**config.mk**
```make
export PLATFORM = sky130hd
export DESIGN_NAME = acpu_ctrl
export DESIGN_NICKNAME = d
export VERILOG_FILES = /design/src/sv/acpu_pkg.sv /design/src/sv/acpu_ctrl.sv
export SDC_FILE = /design/constraint.sdc
export NUM_CORES = 1
export LEC_CHECK = 0
export BUFFER_PORTS_ARGS = -buffer_cell sky130_fd_sc_hd__buf_2
export CORE_MARGIN = 2
export CORE_UTILIZATION = 38
export CTS_CLUSTER_SIZE = 20
export DETAILED_ROUTE_END_ITERATION = 12
export GPL_TIMING_DRIVEN = 0
export PLACE_DENSITY = 0.86
export SETUP_SLACK_MARGIN = 0.1
export SYNTH_ARGS = -nofsm -noshare
export SYNTH_HDL_FRONTEND = slang
export SYNTH_SLANG_ARGS = --single-unit
```
**constraint.sdc**
```tcl
create_clock -name clk -period 1.8 [get_ports clk]
set_clock_uncertainty 0.05 [all_clocks]
set_input_delay 0.18 -clock clk [delete_from_list [all_inputs] [get_ports clk]]
set_output_delay 0.18 -clock clk [all_outputs]
set_load 0.01 [all_outputs]
```
**src/sv/acpu_pkg.sv**
```systemverilog
// acpu_pkg: opcodes, status codes, flag layout and controller/datapath
// command and status structures for the accumulator processor.
// No dependencies.
package acpu_pkg;

    localparam int IO_DEPTH = 32;
    localparam int IO_AW    = 5;

    localparam logic [7:0] OP_WM   = 8'h01;
    localparam logic [7:0] OP_RM   = 8'h02;
    localparam logic [7:0] OP_WIO  = 8'h03;
    localparam logic [7:0] OP_RIO  = 8'h04;
    localparam logic [7:0] OP_WB   = 8'h06;
    localparam logic [7:0] OP_WIB  = 8'h07;
    localparam logic [7:0] OP_WACC = 8'h09;
    localparam logic [7:0] OP_RACC = 8'h0B;
    localparam logic [7:0] OP_SWAP = 8'h0C;
    localparam logic [7:0] OP_BR   = 8'h10;
    localparam logic [7:0] OP_BRLT = 8'h11;
    localparam logic [7:0] OP_BRGT = 8'h12;
    localparam logic [7:0] OP_BRNE = 8'h13;
    localparam logic [7:0] OP_BRE  = 8'h14;
    localparam logic [7:0] OP_SHR  = 8'h15;
    localparam logic [7:0] OP_SHL  = 8'h16;
    localparam logic [7:0] OP_XOR  = 8'h17;
    localparam logic [7:0] OP_NOT  = 8'h18;
    localparam logic [7:0] OP_OR   = 8'h19;
    localparam logic [7:0] OP_AND  = 8'h1A;
    localparam logic [7:0] OP_MUL  = 8'h1B;
    localparam logic [7:0] OP_SUB  = 8'h1D;
    localparam logic [7:0] OP_ADD  = 8'h1E;
    localparam logic [7:0] OP_EOP  = 8'h1F;

    localparam logic [2:0] ST_LOADED  = 3'd0;
    localparam logic [2:0] ST_EXEC    = 3'd1;
    localparam logic [2:0] ST_END     = 3'd2;
    localparam logic [2:0] ST_BADOP   = 3'd3;
    localparam logic [2:0] ST_IGNORED = 3'd4;

    localparam int F_ZERO  = 0;
    localparam int F_CARRY = 1;
    localparam int F_SIGN  = 6;
    localparam int F_OVER  = 7;

    localparam logic [IO_AW-1:0] IO_MIRROR = 5'h1F;
    localparam logic [15:0] IO_LATCH_TOP = 16'h000F;
    localparam logic [15:0] IO_BUF_LO    = 16'h0010;
    localparam logic [15:0] IO_BUF_HI    = 16'h001F;

    typedef struct packed {
        logic accept;   // input transfer this cycle
        logic fetch;    // read memory at pc, pc++
        logic cap_op;
        logic cap_lo;
        logic cap_hi;
        logic exec;
        logic mem_done; // RM read data back
        logic mul_step;
        logic load_out;
        logic clear;
    } cmd_t;

    typedef struct packed {
        logic [7:0] fetch_data;
        logic [7:0] op;
        logic       halted;
        logic       mul_last;
        logic       clr_last;
    } sts_t;

    function automatic logic [7:0] flags_of(input logic [17:0] r);
        logic [7:0] f;
        f          = 8'd0;
        f[F_ZERO]  = (r[7:0] == 8'd0);
        f[F_CARRY] = !r[17] && (|r[16:8]);
        f[F_SIGN]  = r[7];
        f[F_OVER]  = r[7] && r[17];
        return f;
    endfunction

    function automatic logic [7:0] bit_rev(input logic [7:0] v);
        logic [7:0] r;
        for (int i = 0; i < 8; i++) begin
            r[i] = v[7-i];
        end
        return r;
    endfunction

endpackage

```
**src/sv/acpu_ctrl.sv**
```systemverilog
// acpu_ctrl: sequencer of the accumulator processor - memory clearing sweep,
// instruction fetch, execute, multiply loop and result handshake.
// Depends on acpu_pkg.
module acpu_ctrl (
    input  logic           clk,
    input  logic           rst_n,
    input  logic           in_valid,
    output logic           in_ready,
    input  logic           in_command,
    output logic           out_valid,
    input  logic           out_ready,
    input  acpu_pkg::sts_t sts,
    output acpu_pkg::cmd_t cmd
);
    import acpu_pkg::*;

    localparam logic [3:0] S_CLR  = 4'd0;
    localparam logic [3:0] S_IDLE = 4'd1;
    localparam logic [3:0] S_F0   = 4'd2;
    localparam logic [3:0] S_F1   = 4'd3;
    localparam logic [3:0] S_W1   = 4'd4;
    localparam logic [3:0] S_W2   = 4'd5;
    localparam logic [3:0] S_B1   = 4'd6;
    localparam logic [3:0] S_EXEC = 4'd7;
    localparam logic [3:0] S_MEM  = 4'd8;
    localparam logic [3:0] S_MUL  = 4'd9;
    localparam logic [3:0] S_RESP = 4'd10;

    logic [3:0] state_reg, state_next;
    logic       out_valid_reg, out_valid_next;
    logic       slot_free;

    assign slot_free = !out_valid_reg || out_ready;
    assign in_ready  = (state_reg == S_IDLE);
    assign out_valid = out_valid_reg;

    always_comb
    begin
        cmd        = '0;
        state_next = state_reg;
        out_valid_next = out_valid_reg && !out_ready;
        unique case (state_reg)
            S_CLR:
            begin
                cmd.clear = 1'b1;
                if (sts.clr_last)
                begin
                    state_next = S_IDLE;
                end
            end
            S_IDLE:
            begin
                if (in_valid)
                begin
                    cmd.accept = 1'b1;
                    state_next = (in_command && !sts.halted) ? S_F0 : S_RESP;
                end
            end
            S_F0:
            begin
                cmd.fetch  = 1'b1;
                state_next = S_F1;
            end
            S_F1:
            begin
                cmd.cap_op = 1'b1;
                unique case (sts.fetch_data) inside
                    OP_WM, OP_RM, OP_WIO, OP_RIO, OP_BR, OP_BRLT, OP_BRGT, OP_BRNE,
                    OP_BRE:
                    begin
                        cmd.fetch  = 1'b1;
                        state_next = S_W1;
                    end
                    OP_WB, OP_WIB:
                    begin
                        cmd.fetch  = 1'b1;
                        state_next = S_B1;
                    end
                    default:
                    begin
                        state_next = S_EXEC;
                    end
                endcase
            end
            S_W1:
            begin
                cmd.cap_lo = 1'b1;
                cmd.fetch  = 1'b1;
                state_next = S_W2;
            end
            S_W2:
            begin
                cmd.cap_hi = 1'b1;
                state_next = S_EXEC;
            end
            S_B1:
            begin
                cmd.cap_lo = 1'b1;
                state_next = S_EXEC;
            end
            S_EXEC:
            begin
                cmd.exec = 1'b1;
                if (sts.op == OP_RM)
                begin
                    state_next = S_MEM;
                end
                else if (sts.op == OP_MUL)
                begin
                    state_next = S_MUL;
                end
                else
                begin
                    state_next = S_RESP;
                end
            end
            S_MEM:
            begin
                cmd.mem_done = 1'b1;
                state_next   = S_RESP;
            end
            S_MUL:
            begin
                cmd.mul_step = 1'b1;
                if (sts.mul_last)
                begin
                    state_next = S_RESP;
                end
            end
            S_RESP:
            begin
                if (slot_free)
                begin
                    cmd.load_out   = 1'b1;
                    out_valid_next = 1'b1;
                    state_next     = S_IDLE;
                end
            end
            default:
            begin
                state_next = S_IDLE;
            end
        endcase
    end

    always_ff @(posedge clk or negedge rst_n)
    begin
        if (!rst_n)
        begin
            state_reg     <= S_CLR;
            out_valid_reg <= 1'b0;
        end
        else
        begin
            state_reg     <= state_next;
            out_valid_reg <= out_valid_next;
        end
    end

endmodule

```
==> run_results.csv, run 1 <==
group,metric,value,unit
clock_network,clk_latency,0.24,ns
logic_synthesis,synth_top_family_by_area,"simple AND/OR/NAND/NOR gates",
global_route,busiest_layer,"met2",
clock_network,cts_max_path_buffers,2,
logic_synthesis,synth_xor_area_share,1.77,%
setup_path,path_buf_inv,2,
global_route,antenna_found_initial,0,
route,via_per_inst,5.57,
logic_synthesis,synth_top_area_cell,"dfrtp_1",
setup_path,critPathSlowestCell,"a2111o_1",
worst_hold_path,hp-class,"in -> reg",
logic_synthesis,synth_edf_count,0,
setup_path,reg2reg_from,"state_reg[2]",
route,detailedRoute.firstIterationViolations,26,
logic_synthesis,async_flop_share,100,%
logic_synthesis,netlist_top_cells_area,"dfrtp_1 25%, nor2_1 7.6%, nand2_1 6.1%",
final_layout,largest_reg_flops,4,
clock_network,cts_root_buf,"clkbuf_4",
pwr,power,1.06,mW
worst_hold_path,hold-path-endpoint,"state_reg[0]",
route,first_pass_iters,4,
logic_synthesis,synth_compound_area_share,22.3,%
logic_synthesis,synth_top_area_share,25.3,%
sta,slew_violations,0,
sta,rsz0062_at_grt,"yes",
sta,period_minus_slack,1.79,ns
setup_path,ff2ff_path_depth,6,
final_layout,drive_gt1_share,42.9,%
place,dp_hpwl,1180,um
clock_network,htree_levels,1,
logic_synthesis,syn-mean-instance-area,6.86,um2
logic_synthesis,synth_nets,96,
clock_network,tritoncts,"built",
route,drt-wirelength-per-cell,12.4,um
setup_path,crit_family,"simple AND/OR/NAND/NOR gates",
sta,slew_headroom,62.7,%
setup_path,startpoint_type,"primary input",
global_route,grt_usage,21.9,%
floorplan,die_w,40.1,um
floorplan,row_count,12,
floorplan,fp.dieArea,1610,um2
setup_path,r2r_slack,0.16,ns
global_route,overflow,0,
pwr,p_per_area,1350,nW/um2
logic_synthesis,syn-instance-count,72,
final_layout,fin_nets,137,
sta,fin_ws,0.0139,ns
global_route,grt_pass1_vias,618,
logic_synthesis,synthSimpleGateAreaFrac,43.8,%
logic_synthesis,ys_ff_latch,5,
setup_path,endpoint_kind,"primary output",
logic_synthesis,synthMuxAreaShare,0,%
sta,setup_viol,0,
run,cap_violations,0,
worst_hold_path,whs_path_depth,3,
setup_path,cp_max_fo,2,
logic_synthesis,synth_ff_type,"dfrtp_1",
setup_path,required,1.57,ns
clock_network,cts_made_buffers,3,
logic_synthesis,yosys_warnings,0,
floorplan,start_util,42.7,%
logic_synthesis,synthAdderAreaFrac,0,%
global_route,grt_max_degree,11,
setup_path,worstPathArrival,1.56,ns
final_layout,num_antenna_cells,0,
route,routed-via-count,702,
sta,period_share,99.2,%
floorplan,die_height,40.1,um
pwr,leakage,0.395,nW
global_route,use_met3,3.33,%
route,wirelength,1560,um
sta,tightest_slew,0.545,ns
logic_synthesis,syn-cell-area,494,um2
clock_network,clkSinkCount,5,
final_layout,area_delta_synth_final,59.5,%
pwr,worst_ir_drop_vdd,0.728,mV
worst_hold_path,hold_start,"sts[0]",
place,place.gp.congestion,0.787,
global_route,grt_use_met2,41.5,%
logic_synthesis,synth-seq-area-share,25.3,%
sta,hold_viol,0,
route,drc_errors,0,
clock_network,clkTransAtPathRegs,0.04,ns
global_route,grt_pass1_wl,2370,um
logic_synthesis,synth_cell_types,29,
route,ant_nets,0,
global_route,met1_usage,24.2,%
outcome,status,"finished, final reports clean",
setup_path,r2r-end,"state_reg[1]",
setup_path,cp.depth,7,
place,place_ws,-0.138,ns
sta,fmax,560,MHz
setup_path,critPathKind,"in -> out",
place,io_buffers,35,
setup_path,crit_path_max_incr_delay,0.37,ns
setup_path,crit_chain,"buf_6 > nor4_4 > nand2_1 > or3_4 > a2111o_1 > o31ai_1 > buf_2",
floorplan,floorplan.core_area,1160,um2
floorplan,io_pins,36,
## tightest hold or removal path, delay by kind of cell
family | cells | cell delay [ns]
compound gates | 1 | 0.06
buf+inv | 2 | 0.16
## synthesized netlist by cell type (2+ instances only)
cell type and number:
nand3_1 3, nor2_1 10, or3_1 3, buf_2 3, nand2b_1 4, o21ai_0 4, inv_1 4, nor3_1 5
nand2_1 8, a21oi_1 3, dfrtp_1 5, nor4_1 2, nor2b_1 2
## cells in the final DEF (no fill, tap or decap), types with 2 or more instances in the layout
cell / count
nor3_1: 5
clkbuf_4: 4
buf_6: 4
nor2b_1: 2
nor2_1: 10
buf_2: 34
inv_1: 4
a21oi_1: 2
nor4_1: 2
or3_4: 2
nand2b_1: 3
nand2_1: 8
o21ai_0: 4
dfrtp_1: 5
nand3_1: 3
## through the flow
stage               setup TNS [ns]  hold slack (ns)  instance area, um2  utilization, %  std cells
floorplan                        0           -0.166                 494               -         72
finish                           0            0.154                 788            68.2        126
CTS                      -0.000322            0.166                 774            67.0        126
detailed placement          -0.138          -0.0510                 687            59.4        121
global placement            -0.120          -0.0540                 687            59.4        121
global route               -0.0512            0.160                 788            68.2        126
## how the worst max path moves through the flow
stage	from	to	slack (ns)
floorplan	sts[14]	cmd[8]	0.19
global placement	sts[14]	cmd[8]	-0.12
detailed placement	sts[14]	cmd[8]	-0.14
CTS	sts[17]	cmd[8]	-0.0003
global route	sts[16]	cmd[8]	-0.04
finish	sts[16]	cmd[8]	0.01
## kinds of logic (layout without fill, tap and decap cells)
| group | after synthesis | in the layout |
|---|---|---|
| AO/OA/AOI/OAI | 16 | 16 |
| XOR/XNOR | 1 | 1 |
| buffers and inverters | 8 | 48 |
| flip-flops | 5 | 5 |
| AND/OR/NAND/NOR | 42 | 42 |
## report_power, final
group	internal, mW	total (mW)	leakage [nW]	switching, mW
Combinational	0.326	0.742	0.317	0.416
Clock	0.0836	0.127	0.0150	0.0431
Sequential	0.161	0.195	0.0631	0.0348
Total	0.570	1.06	0.395	0.494
## layout make-up
| type | instances | area (um2) |
|---|---|---|
| clock buffer | 4 | 26.3 |
| buffer | 4 | 35.0 |
| timing repair buffer | 36 | 198 |
| fill | 117 | 368 |
| multi-input combinational | 59 | 372 |
| sequential | 5 | 125 |
| inverter | 4 | 15.0 |
| tap | 14 | 17.5 |
## per-layer routing
metal,vias up,routed length (um)
li1,339,-
met1,324,626
met4,0,0
met3,0,131
met2,39,802
met5,-,0
## repair_timing
action / in CTS / in global routing
buffers inserted: 0 / 0
endpoints found under the setup margin: 6 / 7
endpoints found under the hold margin: 5 / 0
pin swaps: 4 / 2
resized for setup: 11 / 4
hold buffers: 1 / 0
Note: power is estimated with default switching activity, not from simulation.
==> run 2: changes to the inputs <==
--- a/config.mk
+++ b/config.mk
@@ -11,7 +11,7 @@
 export CTS_CLUSTER_SIZE = 20
 export DETAILED_ROUTE_END_ITERATION = 12
 export GPL_TIMING_DRIVEN = 0
-export PLACE_DENSITY = 0.86
+export PLACE_DENSITY = 0.76
 export SETUP_SLACK_MARGIN = 0.1
 export SYNTH_ARGS = -nofsm -noshare
 export SYNTH_HDL_FRONTEND = slang
==> run 2 against run 1 <==
Highest routed layer is now met4. The run now ends with setup timing left. Count of clock-buffer cells in the layout is the same. Total power is 5.8% higher. Hold slack worse by 0.014 ns. Largest power group unchanged.
==> run_results.csv, run 2 (synthesis results as in run 1) <==
group,metric,value,unit
sta,fmax,552,MHz
setup_path,worstPathArrival,1.58,ns
final_layout,num_antenna_cells,0,
setup_path,startpoint_type,"primary input",
final_layout,multiInputGateArea,365,um2
sta,setup_viol,1,
setup_path,critPathSlowestCell,"a2111o_1",
sta,tightest_slew,0.472,ns
final_layout,fill_cells,97,
setup_path,required,1.57,ns
global_route,overflow,0,
place,dp_hpwl,1160,um
outcome,status,"finished, violations left",
place,dpl.cell_count,121,
route,drc_errors,0,
place,place.gp.congestion,0.829,
final_layout,largest_reg_flops,4,
clock_network,clkSinkCount,5,
sta,hold_viol,0,
final_layout,final_cell_mix,"34 x buf_2, 10 x nor2_1, 8 x nand2_1",
global_route,grt_pass1_vias,599,
route,drt-met1-wl,655,um
sta,rsz0062_at_grt,"yes",
route,dr_wl_met3,145,um
route,drt-wirelength-per-cell,13.1,um
sta,slew_violations,0,
clock_network,tritoncts,"built",
place,place_area,687,um2
global_route,grt_pass1_wl,2500,um
final_layout,drive_gt1_share,44.0,%
route,first_pass_iters,4,
route,detailedRoute.firstIterationViolations,8,
route,route.met2.wl,891,um
final_layout,area_delta_synth_final,63.0,%
setup_path,crit_family,"simple AND/OR/NAND/NOR gates",
global_route,grt_max_degree,11,
clock_network,clkTransAtPathRegs,0.04,ns
clock_network,htree_levels,1,
route,via_per_inst,5.55,
clock_network,clk_latency,0.25,ns
place,io_buffers,35,
route,ant_nets,0,
sta,fin_ws,-0.0114,ns
floorplan,floorplan.core_area,1160,um2
floorplan,start_util,42.7,%
setup_path,critPathKind,"in -> out",
sta,slew_headroom,67.7,%
floorplan,die_height,40.1,um
final_layout,final_common_cell,"buf_2",
pwr,worst_ir_drop_vdd,0.671,mV
final_layout,final_util,69.7,%
setup_path,cp_max_fo,2,
route,routed.top_layer,"met4",
sta,period_share,101,%
sta,hold_ws,0.141,ns
floorplan,row_count,12,
final_layout,layout.cells.non_filler,130,
final_layout,stdcell_area,806,um2
clock_network,cts_made_buffers,3,
pwr,leakage,0.412,nW
outcome,violations,"setup timing",
floorplan,io_pins,36,
sta,period_minus_slack,1.81,ns
route,routed-via-count,721,
worst_hold_path,hp-class,"in -> reg",
clock_network,cts_max_path_buffers,2,
route,wirelength,1710,um
pwr,p_per_area,1400,nW/um2
final_layout,fin_nets,141,
final_layout,regArea,125,um2
setup_path,crit_path_max_incr_delay,0.38,ns
setup_path,crit_chain,"buf_6 > nor4_4 > nand2_1 > or3_1 > a2111o_1 > o31ai_2 > buf_2",
run,cap_violations,0,
floorplan,die_w,40.1,um
global_route,antenna_found_initial,0,
setup_path,path_buf_inv,2,
clock_network,cts_root_buf,"clkbuf_4",
floorplan,fp.dieArea,1610,um2
setup_path,endpoint_kind,"primary output",
place,place_ws,-0.121,ns
global_route,grt_usage,24.2,%
## run 2: cell count changes in the layout (fill, tap and decap cells not counted), sizes merged
cell  delta
buf      +4
## run 2: final timing paths
path	slack [ns]	from	endpoint	depth (start not counted)
max in group asynchronous	1.34	rst_n	state_reg[2]	2
setup / recovery	-0.01	sts[16]	cmd[8]	7
hold / removal	0.14	sts[0]	state_reg[0]	3
min in group asynchronous	0.22	rst_n	state_reg[1]	2
hold reg to reg	0.48	out_valid	out_valid	2
setup reg to reg	0.10	state_reg[2]	state_reg[1]	6
## run 2: final cells by class
cell class	instances	area share (%)
multi-input combinational	59	45.3
inverter	4	1.86
tap	14	2.17
buffer	4	3.57
timing repair buffer	40	28.3
sequential	5	15.5
clock buffer	4	3.26
## run 2: routing by layer
metal / GRT usage, % / vias up
li1: - / 348
met1: 28.0 / 327
met2: 41.1 / 44
met3: 6.67 / 2
met4: 10.3 / 0
met5: 0 / -
## run 2: what timing repair did
| action | in CTS | in global routing |
|---|---|---|
| hold endpoints to repair | 5 | 0 |
| setup endpoints to repair | 5 | 6 |
| gates resized for setup | 9 | 3 |
| gates cloned | 0 | 0 |
| setup buffers | 0 | 4 |
| hold buffers | 1 | 0 |
| pin swaps | 4 | 4 |
## run 2: metrics by stage
step	total power [mW]	setup TNS [ns]
final	1.13	-0.0114
after global routing	1.21	-0.144
after floorplan	0.634	0
after CTS	1.03	0
after global placement	0.827	-0.111
after detailed placement	0.836	-0.121
## run 2: report_power, final
group	total (mW)	switching, mW	internal [mW]
clock network	0.135	0.0506	0.0841
logic	0.800	0.453	0.347
registers	0.191	0.0306	0.160
total	1.13	0.535	0.591
## run 2: worst min-delay path, stage by stage
cell and delay (ns):
buf_2 0.09, inv_1 0.04, a221oi_1 0.07
==> run 3: changes to the inputs <==
--- a/config.mk
+++ b/config.mk
@@ -11,6 +11,7 @@
 export CTS_CLUSTER_SIZE = 20
 export DETAILED_ROUTE_END_ITERATION = 12
 export GPL_TIMING_DRIVEN = 0
+export MAX_ROUTING_LAYER = met4
 export PLACE_DENSITY = 0.76
 export SETUP_SLACK_MARGIN = 0.1
 export SYNTH_ARGS = -nofsm -noshare
==> run 3 against run 2 <==
The flow still finishes with violations (setup timing). Wire length up 0.35%. Sequential share of layout area unchanged. Die area unchanged. Sequential power hardly changed. Critical path depth is the same. First-iteration DRC count unchanged. Cell area did not move. Count of clock-buffer cells in the layout stayed put. Combinational power hardly changed. Critical endpoint unchanged. Largest power group unchanged.
==> run_results.csv, run 3 (synthesis results as in run 1) <==
group,metric,value,unit
final_layout,num_antenna_cells,0,
sta,hold_viol,0,
final_layout,area_delta_synth_final,63.0,%
setup_path,crit_path_max_incr_delay,0.38,ns
clock_network,tritoncts,"built",
route,drc_errors,0,
sta,fin_ws,-0.0107,ns
pwr,worst_ir_drop_vdd,0.672,mV
sta,period_share,101,%
final_layout,fin_nets,141,
place,io_buffers,35,
setup_path,reg2reg_from,"state_reg[2]",
sta,fmax,552,MHz
route,wirelength,1710,um
global_route,grt_max_degree,11,
sta,period_minus_slack,1.81,ns
worst_hold_path,whs_path_depth,3,
floorplan,die_w,40.1,um
global_route,antenna_found_initial,0,
worst_hold_path,hold-path-endpoint,"state_reg[0]",
route,via_per_inst,5.49,
global_route,grt_pass1_vias,599,
floorplan,row_count,12,
outcome,status,"finished, violations left",
place,place_ws,-0.121,ns
final_layout,fill_cells,97,
setup_path,cp_max_fo,2,
sta,setup_viol,1,
final_layout,final_cell_mix,"34 x buf_2, 10 x nor2_1, 8 x nand2_1",
final_layout,drive_gt1_share,44.0,%
route,detailedRoute.firstIterationViolations,8,
setup_path,startpoint_type,"primary input",
sta,hold_ws,0.143,ns
clock_network,clkTransAtPathRegs,0.04,ns
run,cap_violations,0,
sta,slew_headroom,67.7,%
outcome,violations,"setup timing",
sta,tightest_slew,0.472,ns
worst_hold_path,hp-class,"in -> reg",
global_route,grt_usage,24.9,%
setup_path,required,1.57,ns
clock_network,clkSinkCount,5,
clock_network,cts_root_buf,"clkbuf_4",
clock_network,cts_max_path_buffers,2,
route,ant_nets,0,
route,routed-via-count,714,
route,drt-wirelength-per-cell,13.2,um
final_layout,largest_reg_flops,4,
clock_network,clk_latency,0.25,ns
clock_network,cts_made_buffers,3,
place,dp_hpwl,1160,um
setup_path,r2r-end,"state_reg[1]",
final_layout,regArea,125,um2
global_route,grt_pass1_wl,2500,um
place,place.gp.congestion,0.841,
floorplan,fp.dieArea,1610,um2
global_route,overflow,0,
setup_path,critPathLaunch,"sts[16]",
setup_path,ff2ff_path_depth,6,
setup_path,endpoint_kind,"primary output",
worst_hold_path,hold_start,"sts[0]",
route,first_pass_iters,4,
final_layout,multiInputGateArea,365,um2
setup_path,crit_chain,"buf_6 > nor4_4 > nand2_1 > or3_1 > a2111o_1 > o31ai_2 > buf_2",
pwr,p_per_area,1400,nW/um2
setup_path,r2r_slack,0.10,ns
setup_path,critPathKind,"in -> out",
sta,slew_violations,0,
final_layout,final_common_cell,"buf_2",
floorplan,io_pins,36,
sta,rsz0062_at_grt,"yes",
setup_path,worstPathArrival,1.58,ns
clock_network,htree_levels,1,
pwr,leakage,0.412,nW
floorplan,die_height,40.1,um
floorplan,floorplan.core_area,1160,um2
setup_path,critPathSlowestCell,"a2111o_1",
floorplan,start_util,42.7,%
## run 3: worst max-delay path, delay by kind of cell
| family | cells | cell delay (ns) |
|---|---|---|
| AO/OA/AOI/OAI | 2 | 0.44 |
| buffers and inverters | 2 | 0.27 |
| AND/OR/NAND/NOR | 3 | 0.69 |
## run 3: layout make-up
cell class	count	area share [%]
Inverter	4	1.86
Sequential cell	5	15.5
Timing Repair Buffer	40	28.3
Clock buffer	4	3.26
Tap cell	14	2.17
Buffer	4	3.57
Multi-Input combinational cell	59	45.3
## run 3: what timing repair did
| item | 4_1_cts | 5_1_grt |
|---|---|---|
| resized for setup | 9 | 3 |
| setup endpoints to repair | 5 | 6 |
| hold endpoints to repair | 5 | 0 |
| pin swaps | 4 | 4 |
| setup buffers | 0 | 4 |
| hold buffers | 1 | 0 |
## run 3: how the worst max path moves through the flow
stage	end	slack, ns	cells past startpoint
2_1_floorplan	cmd[8]	0.19	5
6_report	cmd[8]	-0.01	7
3_3_place_gp	cmd[8]	-0.11	7
3_5_place_dp	cmd[8]	-0.12	7
4_1_cts	cmd[8]	0.003	7
5_1_grt	cmd[8]	-0.09	7
## run 3: per-stage QoR
step           std cells  cell area, um2  power (mW)  TNS, ns  util, %
5_1_grt              130             806        1.21   -0.144     69.7
4_1_cts              126             767        1.03        0     66.3
2_1_floorplan         72             494       0.634        0        -
3_5_place_dp         121             687       0.836   -0.121     59.4
3_3_place_gp         121             687       0.827   -0.111     59.4
6_report             130             806        1.13  -0.0107     69.7
## run 3: power breakdown
group          total (mW)  internal (mW)  switching (mW)
Clock               0.134         0.0840          0.0501
Combinational       0.802          0.347           0.455
Sequential          0.191          0.160          0.0308
## run 3: per-layer routing
layer | share of wire (%) | up-vias | GRT usage, %
met5 | 0 | - | -
met4 | 1.5 | 0 | 10.3
met3 | 6.6 | 4 | 6.67
met2 | 51 | 35 | 41.1
met1 | 41 | 323 | 28.0
li1 | - | 352 | -
